File: src/rtl/tcrp_pkg.sv
`timescale 1ns / 1ps
`default_nettype none

package tcrp_pkg;

  localparam int SLOT_W = 3;
  localparam int KEY_W  = 64;
  localparam int TIME_W = 32;

  localparam logic MODE_LOOKUP = 1'b0;
  localparam logic MODE_INSERT = 1'b1;

  localparam logic [TIME_W-1:0] TIME_MAX = {TIME_W{1'b1}};

  typedef struct packed {
    logic              mode;
    logic [KEY_W-1:0]  name_key;
    logic [TIME_W-1:0] now;
    logic [TIME_W-1:0] ttl;
  } in_word_t;

  typedef struct packed {
    logic              found;
    logic [SLOT_W-1:0] slot;
    logic              evicted;
    logic [KEY_W-1:0]  evicted_key;
  } out_word_t;

  // One cache slot as it is kept in the slot memory.
  typedef struct packed {
    logic [KEY_W-1:0]  key;
    logic [TIME_W-1:0] added;
    logic [TIME_W-1:0] expiry;
  } slot_entry_t;

  typedef enum logic [1:0] {
    ST_IDLE,
    ST_SCAN,
    ST_DRAIN,
    ST_FINISH
  } state_t;

  // Control from the sequencer to the candidate tracker.
  typedef struct packed {
    logic clear;
    logic sample;
  } scan_ctl_t;

endpackage

`default_nettype wire

File: src/rtl/tcrp_ram.sv
`timescale 1ns / 1ps
`default_nettype none

module tcrp_ram #(
  parameter int WIDTH = 128,
  parameter int DEPTH = 8
) (
  input  wire logic                                   clk,
  input  wire logic                                   we,
  input  wire logic [(DEPTH > 1 ? $clog2(DEPTH) : 1)-1:0] waddr,
  input  wire logic [WIDTH-1:0]                       wdata,
  input  wire logic                                   re,
  input  wire logic [(DEPTH > 1 ? $clog2(DEPTH) : 1)-1:0] raddr,
  output logic      [WIDTH-1:0]                       rdata
);

  logic [WIDTH-1:0] mem [DEPTH];

  always_ff @(posedge clk) begin
    if (we) begin
      mem[waddr] <= wdata;
    end
    if (re) begin
      rdata <= mem[raddr];
    end
  end

endmodule

`default_nettype wire

File: src/rtl/tcrp_scan.sv
`timescale 1ns / 1ps
`default_nettype none

module tcrp_scan #(
  parameter int ENTRIES = 8
) (
  input  wire logic                                       clk,
  input  wire tcrp_pkg::scan_ctl_t                        ctl,
  input  wire logic [(ENTRIES > 1 ? $clog2(ENTRIES) : 1)-1:0] rd_idx,
  input  wire logic                                       rd_valid,
  input  wire tcrp_pkg::slot_entry_t                      rd_entry,
  input  wire logic [tcrp_pkg::KEY_W-1:0]                 key,
  input  wire logic [tcrp_pkg::TIME_W-1:0]                now,
  output logic                                            found,
  output logic [(ENTRIES > 1 ? $clog2(ENTRIES) : 1)-1:0]  hit_idx,
  output logic [(ENTRIES > 1 ? $clog2(ENTRIES) : 1)-1:0]  pick_idx,
  output logic                                            pick_evicted,
  output logic [tcrp_pkg::KEY_W-1:0]                      pick_key
);

  import tcrp_pkg::*;

  localparam int IDX_W = (ENTRIES > 1) ? $clog2(ENTRIES) : 1;

  // Running candidates, one per priority class. Each sampled slot updates
  // them in ascending slot order, so "first found" is kept by the flags.
  logic              hit_r;
  logic [IDX_W-1:0]  hit_idx_r;
  logic              exp_r;
  logic [IDX_W-1:0]  exp_idx_r;
  logic [KEY_W-1:0]  exp_key_r;
  logic              emp_r;
  logic [IDX_W-1:0]  emp_idx_r;
  logic              old_r;
  logic [IDX_W-1:0]  old_idx_r;
  logic [TIME_W-1:0] old_added_r;
  logic [KEY_W-1:0]  old_key_r;

  always_ff @(posedge clk) begin
    if (ctl.clear) begin
      hit_r <= 1'b0;
      exp_r <= 1'b0;
      emp_r <= 1'b0;
      old_r <= 1'b0;
    end else if (ctl.sample) begin
      if (rd_valid && (rd_entry.key == key) && !hit_r) begin
        hit_r     <= 1'b1;
        hit_idx_r <= rd_idx;
      end
      if (rd_valid && (rd_entry.expiry < now) && !exp_r) begin
        exp_r     <= 1'b1;
        exp_idx_r <= rd_idx;
        exp_key_r <= rd_entry.key;
      end
      if (!rd_valid && !emp_r) begin
        emp_r     <= 1'b1;
        emp_idx_r <= rd_idx;
      end
      // Only consulted when every slot is valid; strict compare keeps the
      // lowest slot among equal ages.
      if (!old_r || (rd_entry.added < old_added_r)) begin
        old_r       <= 1'b1;
        old_idx_r   <= rd_idx;
        old_added_r <= rd_entry.added;
        old_key_r   <= rd_entry.key;
      end
    end
  end

  always_comb begin
    found   = hit_r;
    hit_idx = hit_idx_r;
    if (hit_r) begin
      pick_idx     = hit_idx_r;
      pick_evicted = 1'b1;
      pick_key     = key;
    end else if (exp_r) begin
      pick_idx     = exp_idx_r;
      pick_evicted = 1'b1;
      pick_key     = exp_key_r;
    end else if (emp_r) begin
      pick_idx     = emp_idx_r;
      pick_evicted = 1'b0;
      pick_key     = '0;
    end else begin
      pick_idx     = old_idx_r;
      pick_evicted = 1'b1;
      pick_key     = old_key_r;
    end
  end

endmodule

`default_nettype wire

File: src/rtl/ttl_cache_replacement_policy.sv
`timescale 1ns / 1ps
`default_nettype none

// TTL cache with FIFO-style eviction over ENTRIES fully associative slots.
// Usage: drive in_word and raise start; the word is taken at the rising edge
// where start is high and busy is low. in_word.mode selects a lookup, which
// only reports the first valid slot holding the key, or an insert, which
// writes the key into the same-key slot, else the first expired slot, else
// the first empty slot, else the oldest slot, and reports what it evicted.
// The result word appears on out_word for exactly one cycle with out_valid
// high. The receiver cannot stall; it must take the word in that cycle.
// Sequence: the slot memory is read one slot per cycle through its single
// read port, a drain state then samples the last read, and a decision
// state writes the chosen slot on an insert; the result strobe is registered
// after the decision state. A new word can be accepted in the same cycle the
// result is shown, but not before the previous operation has finished.
// Keys and times live in a synchronous RAM; the per-slot valid bits are
// flip-flops, so reset empties the cache at once and no clearing pass is
// needed. Reset is synchronous and active low.
module ttl_cache_replacement_policy #(
  parameter int ENTRIES = 8
) (
  input  wire logic                clk,
  input  wire logic                rst_n,
  input  wire logic                start,
  output logic                     busy,
  input  wire tcrp_pkg::in_word_t  in_word,
  output logic                     out_valid,
  output tcrp_pkg::out_word_t      out_word
);

  import tcrp_pkg::*;

  localparam int IDX_W   = (ENTRIES > 1) ? $clog2(ENTRIES) : 1;
  localparam int ENTRY_W = $bits(slot_entry_t);

  // Sequencer state and the latched request.
  state_t             state_r, state_nxt;
  logic [IDX_W-1:0]   cnt_r;
  logic               rd_pend_r;
  logic [IDX_W-1:0]   rd_idx_r;
  in_word_t           req_r;
  logic [ENTRIES-1:0] valid_r;
  logic               out_valid_r;
  out_word_t          out_word_r, out_word_nxt;

  logic               accept;
  logic               ram_re;
  logic               ram_we;
  slot_entry_t        ram_wdata;
  slot_entry_t        ram_rdata;
  scan_ctl_t          scan_ctl;

  logic               found;
  logic [IDX_W-1:0]   hit_idx;
  logic [IDX_W-1:0]   pick_idx;
  logic               pick_evicted;
  logic [KEY_W-1:0]   pick_key;

  logic [TIME_W:0]    expiry_sum;
  logic [TIME_W-1:0]  expiry;

  tcrp_ram #(
    .WIDTH (ENTRY_W),
    .DEPTH (ENTRIES)
  ) u_slot_ram (
    .clk   (clk),
    .we    (ram_we),
    .waddr (pick_idx),
    .wdata (ram_wdata),
    .re    (ram_re),
    .raddr (cnt_r),
    .rdata (ram_rdata)
  );

  tcrp_scan #(
    .ENTRIES (ENTRIES)
  ) u_scan (
    .clk          (clk),
    .ctl          (scan_ctl),
    .rd_idx       (rd_idx_r),
    .rd_valid     (valid_r[rd_idx_r]),
    .rd_entry     (ram_rdata),
    .key          (req_r.name_key),
    .now          (req_r.now),
    .found        (found),
    .hit_idx      (hit_idx),
    .pick_idx     (pick_idx),
    .pick_evicted (pick_evicted),
    .pick_key     (pick_key)
  );

  // Next-state logic: scan every slot, wait for the last read, then decide.
  always_comb begin
    state_nxt = state_r;
    unique case (state_r)
      ST_IDLE: begin
        if (start) begin
          state_nxt = ST_SCAN;
        end
      end
      ST_SCAN: begin
        if (cnt_r == IDX_W'(ENTRIES - 1)) begin
          state_nxt = ST_DRAIN;
        end
      end
      ST_DRAIN:  state_nxt = ST_FINISH;
      ST_FINISH: state_nxt = ST_IDLE;
      default:   state_nxt = ST_IDLE;
    endcase
  end

  // Output decode of the sequencer.
  always_comb begin
    busy            = 1'b1;
    accept          = 1'b0;
    ram_re          = 1'b0;
    ram_we          = 1'b0;
    scan_ctl.clear  = 1'b0;
    scan_ctl.sample = rd_pend_r;
    unique case (state_r)
      ST_IDLE: begin
        busy           = 1'b0;
        accept         = start;
        scan_ctl.clear = start;
      end
      ST_SCAN:   ram_re = 1'b1;
      ST_DRAIN:  ram_re = 1'b0;
      ST_FINISH: ram_we = (req_r.mode == MODE_INSERT);
      default:   busy   = 1'b1;
    endcase
  end

  // Expiry saturates at the largest representable time.
  always_comb begin
    expiry_sum = {1'b0, req_r.now} + {1'b0, req_r.ttl};
    expiry     = expiry_sum[TIME_W] ? TIME_MAX : expiry_sum[TIME_W-1:0];
    ram_wdata.key    = req_r.name_key;
    ram_wdata.added  = req_r.now;
    ram_wdata.expiry = expiry;
  end

  // Result word. A lookup never evicts; a miss reports slot zero.
  always_comb begin
    out_word_nxt.found = found;
    if (req_r.mode == MODE_INSERT) begin
      out_word_nxt.slot        = SLOT_W'(pick_idx);
      out_word_nxt.evicted     = pick_evicted;
      out_word_nxt.evicted_key = pick_key;
    end else begin
      out_word_nxt.slot        = found ? SLOT_W'(hit_idx) : '0;
      out_word_nxt.evicted     = 1'b0;
      out_word_nxt.evicted_key = '0;
    end
  end

  always_ff @(posedge clk) begin
    if (!rst_n) begin
      state_r     <= ST_IDLE;
      rd_pend_r   <= 1'b0;
      valid_r     <= '0;
      out_valid_r <= 1'b0;
    end else begin
      state_r     <= state_nxt;
      rd_pend_r   <= ram_re;
      out_valid_r <= (state_r == ST_FINISH);
      if (ram_we) begin
        valid_r[pick_idx] <= 1'b1;
      end
    end
  end

  // Payload and address registers need no reset.
  always_ff @(posedge clk) begin
    if (accept) begin
      req_r <= in_word;
      cnt_r <= '0;
    end else if (ram_re && (cnt_r != IDX_W'(ENTRIES - 1))) begin
      cnt_r <= cnt_r + 1'b1;
    end
    rd_idx_r <= cnt_r;
    if (state_r == ST_FINISH) begin
      out_word_r <= out_word_nxt;
    end
  end

  assign out_valid = out_valid_r;
  assign out_word  = out_word_r;

`ifndef SYNTHESIS
  // A result strobe follows exactly one decision cycle.
  a_strobe_after_finish: assert property (@(posedge clk) disable iff (!rst_n)
    out_valid_r |-> $past(state_r == ST_FINISH))
    else $error("result strobe without a preceding decision cycle");

  // The slot memory is only written by an insert at its decision cycle.
  a_write_only_insert: assert property (@(posedge clk) disable iff (!rst_n)
    ram_we |-> (state_r == ST_FINISH) && (req_r.mode == MODE_INSERT))
    else $error("slot memory written outside an insert decision");

  // An accepted word makes the block busy on the next cycle.
  a_busy_after_accept: assert property (@(posedge clk) disable iff (!rst_n)
    (start && !busy) |=> busy)
    else $error("block not busy after accepting a word");

  // A read never lands while the memory is being written.
  a_no_read_write_overlap: assert property (@(posedge clk) disable iff (!rst_n)
    ram_we |-> !ram_re && !rd_pend_r)
    else $error("slot memory read overlaps a write");
`endif

endmodule

`default_nettype wire
File: config.mk
export PLATFORM = sky130hd
export DESIGN_NAME = ttl_cache_replacement_policy
export DESIGN_NICKNAME = d
export VERILOG_FILES = /design/src/rtl/tcrp_pkg.sv /design/src/rtl/tcrp_ram.sv /design/src/rtl/tcrp_scan.sv /design/src/rtl/ttl_cache_replacement_policy.sv
export SDC_FILE = /design/constraint.sdc
export NUM_CORES = 2
export LEC_CHECK = 0
export BUFFER_PORTS_ARGS = -buffer_cell sky130_fd_sc_hd__buf_2
export CORE_MARGIN = 4
export CORE_UTILIZATION = 55
export CTS_CLUSTER_DIAMETER = 40
export DETAILED_ROUTE_END_ITERATION = 6
export PLACE_DENSITY_LB_ADDON = 0.05
export SYNTH_ARGS = -nofsm -noshare
export SYNTH_HDL_FRONTEND = slang
export SYNTH_SLANG_ARGS = --single-unit
export TNS_END_PERCENT = 5
File: constraint.sdc
create_clock -name clk -period 37.3 [get_ports clk]
set_clock_uncertainty 0.15 [all_clocks]
set_input_delay 5.595 -clock clk [delete_from_list [all_inputs] [get_ports clk]]
set_output_delay 5.595 -clock clk [all_outputs]
set_load 0.02 [all_outputs]
==> flow_metrics.py <==
metrics = {
    "run_status": {
        "outcome": "finished clean",
    },
    "floorplan": {
        "start_util_pct": 55.6,
        "die_area_sq_mm": 0.114,
        "die_w_um": 338,
        "die_h_um": 338,
        "core_area_sq_mm": 0.108,
        "rows": 120,
        "io_pins": 203,
    },
    "setup_path": {
        "start_kind": "primary input",
        "cp.arrival_ns": 8.01,
        "cp_slowest_cell": "buf_4",
        "reg2reg_from": "cnt_r[0]",
        "setup.worst_path.class": "in2reg",
        "worstPathRequired_ns": 37.54,
        "cp_max_fo": 37,
        "r2r_end": "u_slot_ram.rdata[36]",
        "r2r_cells": 5,
        "crit_chain": "buf_2, nand2_1, nand2_1, nor2_1, o211ai_1, or3_1, o21ai_4, buf_4, buf_4",
        "r2r_setup_slack_ns": 32.63,
        "cpPeakStageDelay_ns": 0.57,
        "end_kind": "flip-flop",
    },
    "synthesis": {
        "synth_ff_type": "edfxtp_1",
        "yosysUniqueCellTypes": 64,
        "synth_cells": 2947,
        "ys.warnings.count": 0,
        "synth_edf_count": 1522,
        "yosysSeqAreaShare_pct": 77.2,
        "synth_seq_cells": 1544,
        "synth_area_per_cell_sq_um": 20.3,
        "synthArstFlopShare_pct": 0,
        "syn_area_sq_mm": 0.0597,
        "syn_nets": 3181,
    },
    "placed_design": {
        "io_buffers": 202,
        "post-place-ws_ns": 28.72,
        "post-dp-hpwl_um": 72300,
        "gp_congestion": 0.804,
    },
    "grt": {
        "grt_usage_pct": 23.6,
        "antenna_found_initial": 5,
        "busiest_layer": "met2",
        "grt-ovfl-total": 0,
        "first_global_vias": 30400,
        "grt_pass1_wl_um": 196000,
        "grt_util_met3_pct": 3.85,
        "grt_max_degree": 135,
        "gr-usage-met1_pct": 32.8,
        "grt_use_met2_pct": 39.2,
    },
    "finish": {
        "fill_cells": 7391,
        "layout.nets": 3485,
        "syn_to_final_growth_pct": 14.7,
        "drive_gt1_share_pct": 27.7,
        "diodes": 0,
    },
    "route": {
        "wl_per_cell_um": 27.5,
        "drc_errors": 0,
        "firstDrtPassIters": 7,
        "post_drt_via_cell_ratio": 6.04,
        "drtAntennaViolNets": 0,
        "drt_iter0_drc": 2763,
        "vias": 29000,
        "drt_wl_total_um": 132000,
    },
    "clock_tree": {
        "cts_buffers": 180,
        "post_cts_buffers": 0,
        "cts_root_buffer": "clkbuf_16",
        "cts_tree": "done",
        "htreeDepth": 4,
        "cts_hold_buf": 0,
        "path_clk_slew_ns": 0.05,
        "clk_latency_ns": 0.76,
        "cts_sinks": 1544,
        "cts_buffer_depth": 3,
        "cts_resized": 0,
    },
    "sta": {
        "worst_pin_slew_ns": 1.16,
        "hold_viol_final": 0,
        "min_period_ns": 7.77,
        "setup_ws_ns": 29.53,
        "clock.fmax_ghz": 0.129,
        "slew_viol_final": 0,
        "rsz0062_at_grt": "no",
        "slew_headroom_pct": 22.2,
        "tns_ns": 0,
        "setup-violations-final": 0,
        "post-route-period-util_pct": 20.8,
    },
    "pwr": {
        "power_leakage_uw": 0.0227,
        "powerDensity_mw_per_mm2": 75.9,
        "ir_drop_v": 0.0000639,
    },
    "min_path": {
        "min_from": "u_slot_ram.rdata[32]",
        "worst_hold_path.endpoint": "u_scan.old_added_r[0]",
        "worstHoldPathCells": 0,
        "hp-class": "reg2reg",
    },
    "flow_run": {
        "drv_cap": 0,
    },
}
==> cell families (layout without fill, tap and decap cells) <==
logic type / after synthesis / count (layout) / synth area share, %
compound gates: 321 / 321 / 3.61
xor+xnor: 74 / 74 / 1.08
fa+ha+maj: 102 / 102 / 2.15
buf+inv: 214 / 671 / 1.44
flops: 1544 / 1544 / 77.2
mux: 395 / 395 / 12.3
simple gates: 297 / 297 / 2.20
==> cells in the mapped netlist (3+ instances only) <==
master    instances  share of area, %
o21ai_0          29              0.24
nor2b_1           7             0.073
mux2_2          128               2.4
buf_6             3             0.057
nand4_1          26              0.27
nand2_1          62              0.39
nand2b_1          7             0.073
buf_2            27              0.23
a221oi_1         20              0.29
a31oi_1           6             0.063
nor2_1          153              0.96
a21o_1           38              0.48
nand3_1          15              0.13
o211ai_1          3             0.038
xnor2_1          55              0.81
o21bai_1          3             0.038
edfxtp_1       1522                76
ha_1            101               2.1
mux2i_1           9              0.15
and3_1            4             0.042
o31ai_1           5             0.063
a211oi_1         19              0.24
dfxtp_1          22              0.74
and2_1            5             0.052
inv_1            94              0.59
nor4_1            7             0.073
buf_1            11             0.069
o22ai_1           8             0.084
clkbuf_1         78              0.49
a21oi_1          96              0.80
xor2_1           19              0.28
a22oi_1          53              0.67
mux4_2          258               9.7
o21a_1           13              0.16
==> cell type report <==
class / instances / area (sq um) / share of cell area (%)
clock inverters: 131 / 1300 / 1.90
inverters: 95 / 362 / 0.528
repair buffers: 241 / 1380 / 2.01
clock buffers: 204 / 4700 / 6.86
well taps: 1403 / 1760 / 2.56
flip-flops and latches: 1544 / 46200 / 67.4
multi-input cells: 1189 / 12900 / 18.8
==> registers in the layout, summed over array words and instances, names as in the netlist <==
name and flops:
u_scan.emp_r 1, rd_idx_r 3, ram_wdata 96, u_scan.emp_idx_r 3, req_r 33, u_scan.exp_idx_r 3
cnt_r 3, u_scan.old_added_r 32, u_scan.old_r 1, u_scan.old_key_r 64, u_scan.old_idx_r 3, u_slot_ram.rdata 128
out_word 69, u_slot_ram.mem 1024, out_valid 1, rd_pend_r 1, valid_r 8, u_scan.hit_idx 3
state_r 2, u_scan.found 1, u_scan.exp_key_r 64, u_scan.exp_r 1
==> critical path, delay by kind of cell <==
| kind | cells | cell delay (ns) |
|---|---|---|
| simple gates | 4 | 1.00 |
| compound gates | 2 | 0.25 |
| buf+inv | 3 | 1.13 |
==> stage by stage <==
step | instance area [sq um] | instances | total power, uW | hold WS (ns) | utilization, %
3_5_place_dp | 62500 | 4472 | 3510 | 0.287 | 58.2
5_1_grt | 68500 | 4807 | 5440 | 0.322 | 63.7
2_1_floorplan | 59700 | 2947 | 3160 | 0.203 | -
3_3_place_gp | 62500 | 4472 | 3480 | 0.280 | 58.2
6_report | 68500 | 4807 | 5200 | 0.298 | 63.7
4_1_cts | 68500 | 4807 | 5250 | 0.301 | 63.7
==> worst max path at each step <==
stage,start,endpoint,slack [ns]
after floorplan,start,u_scan.old_added_r[0],14.95
after global placement,start,u_scan.exp_key_r[26],28.72
after detailed placement,start,u_scan.exp_key_r[26],28.72
after CTS,start,u_scan.exp_key_r[32],29.54
after global routing,start,u_scan.exp_key_r[47],29.38
final,start,u_scan.exp_key_r[47],29.53
==> cells in the final DEF (no fill, tap or decap), types with 38 or more instances in the layout <==
master | Yosys | final
xnor2_1 | 55 | 55
inv_1 | 94 | 93
buf_2 | 27 | 202
mux2_2 | 128 | 128
ha_1 | 101 | 99
nor2_1 | 153 | 144
mux4_2 | 258 | 258
clkbuf_16 | 0 | 185
a21oi_1 | 96 | 96
nand2_1 | 62 | 62
a22oi_1 | 53 | 53
edfxtp_1 | 1522 | 1522
a21o_1 | 38 | 38
==> layer usage <==
layer	vias to the layer above	wire (um)
met4	4	3280
li1	12600	-
met1	15200	55800
met5	-	16
met2	967	65900
met3	209	7300
==> report_power, final <==
group | internal, uW | switching, uW
registers | 2260 | 165
logic | 439 | 607
clock network | 1030 | 697
total | 3730 | 1470
Power figures use the tool's default switching activity.
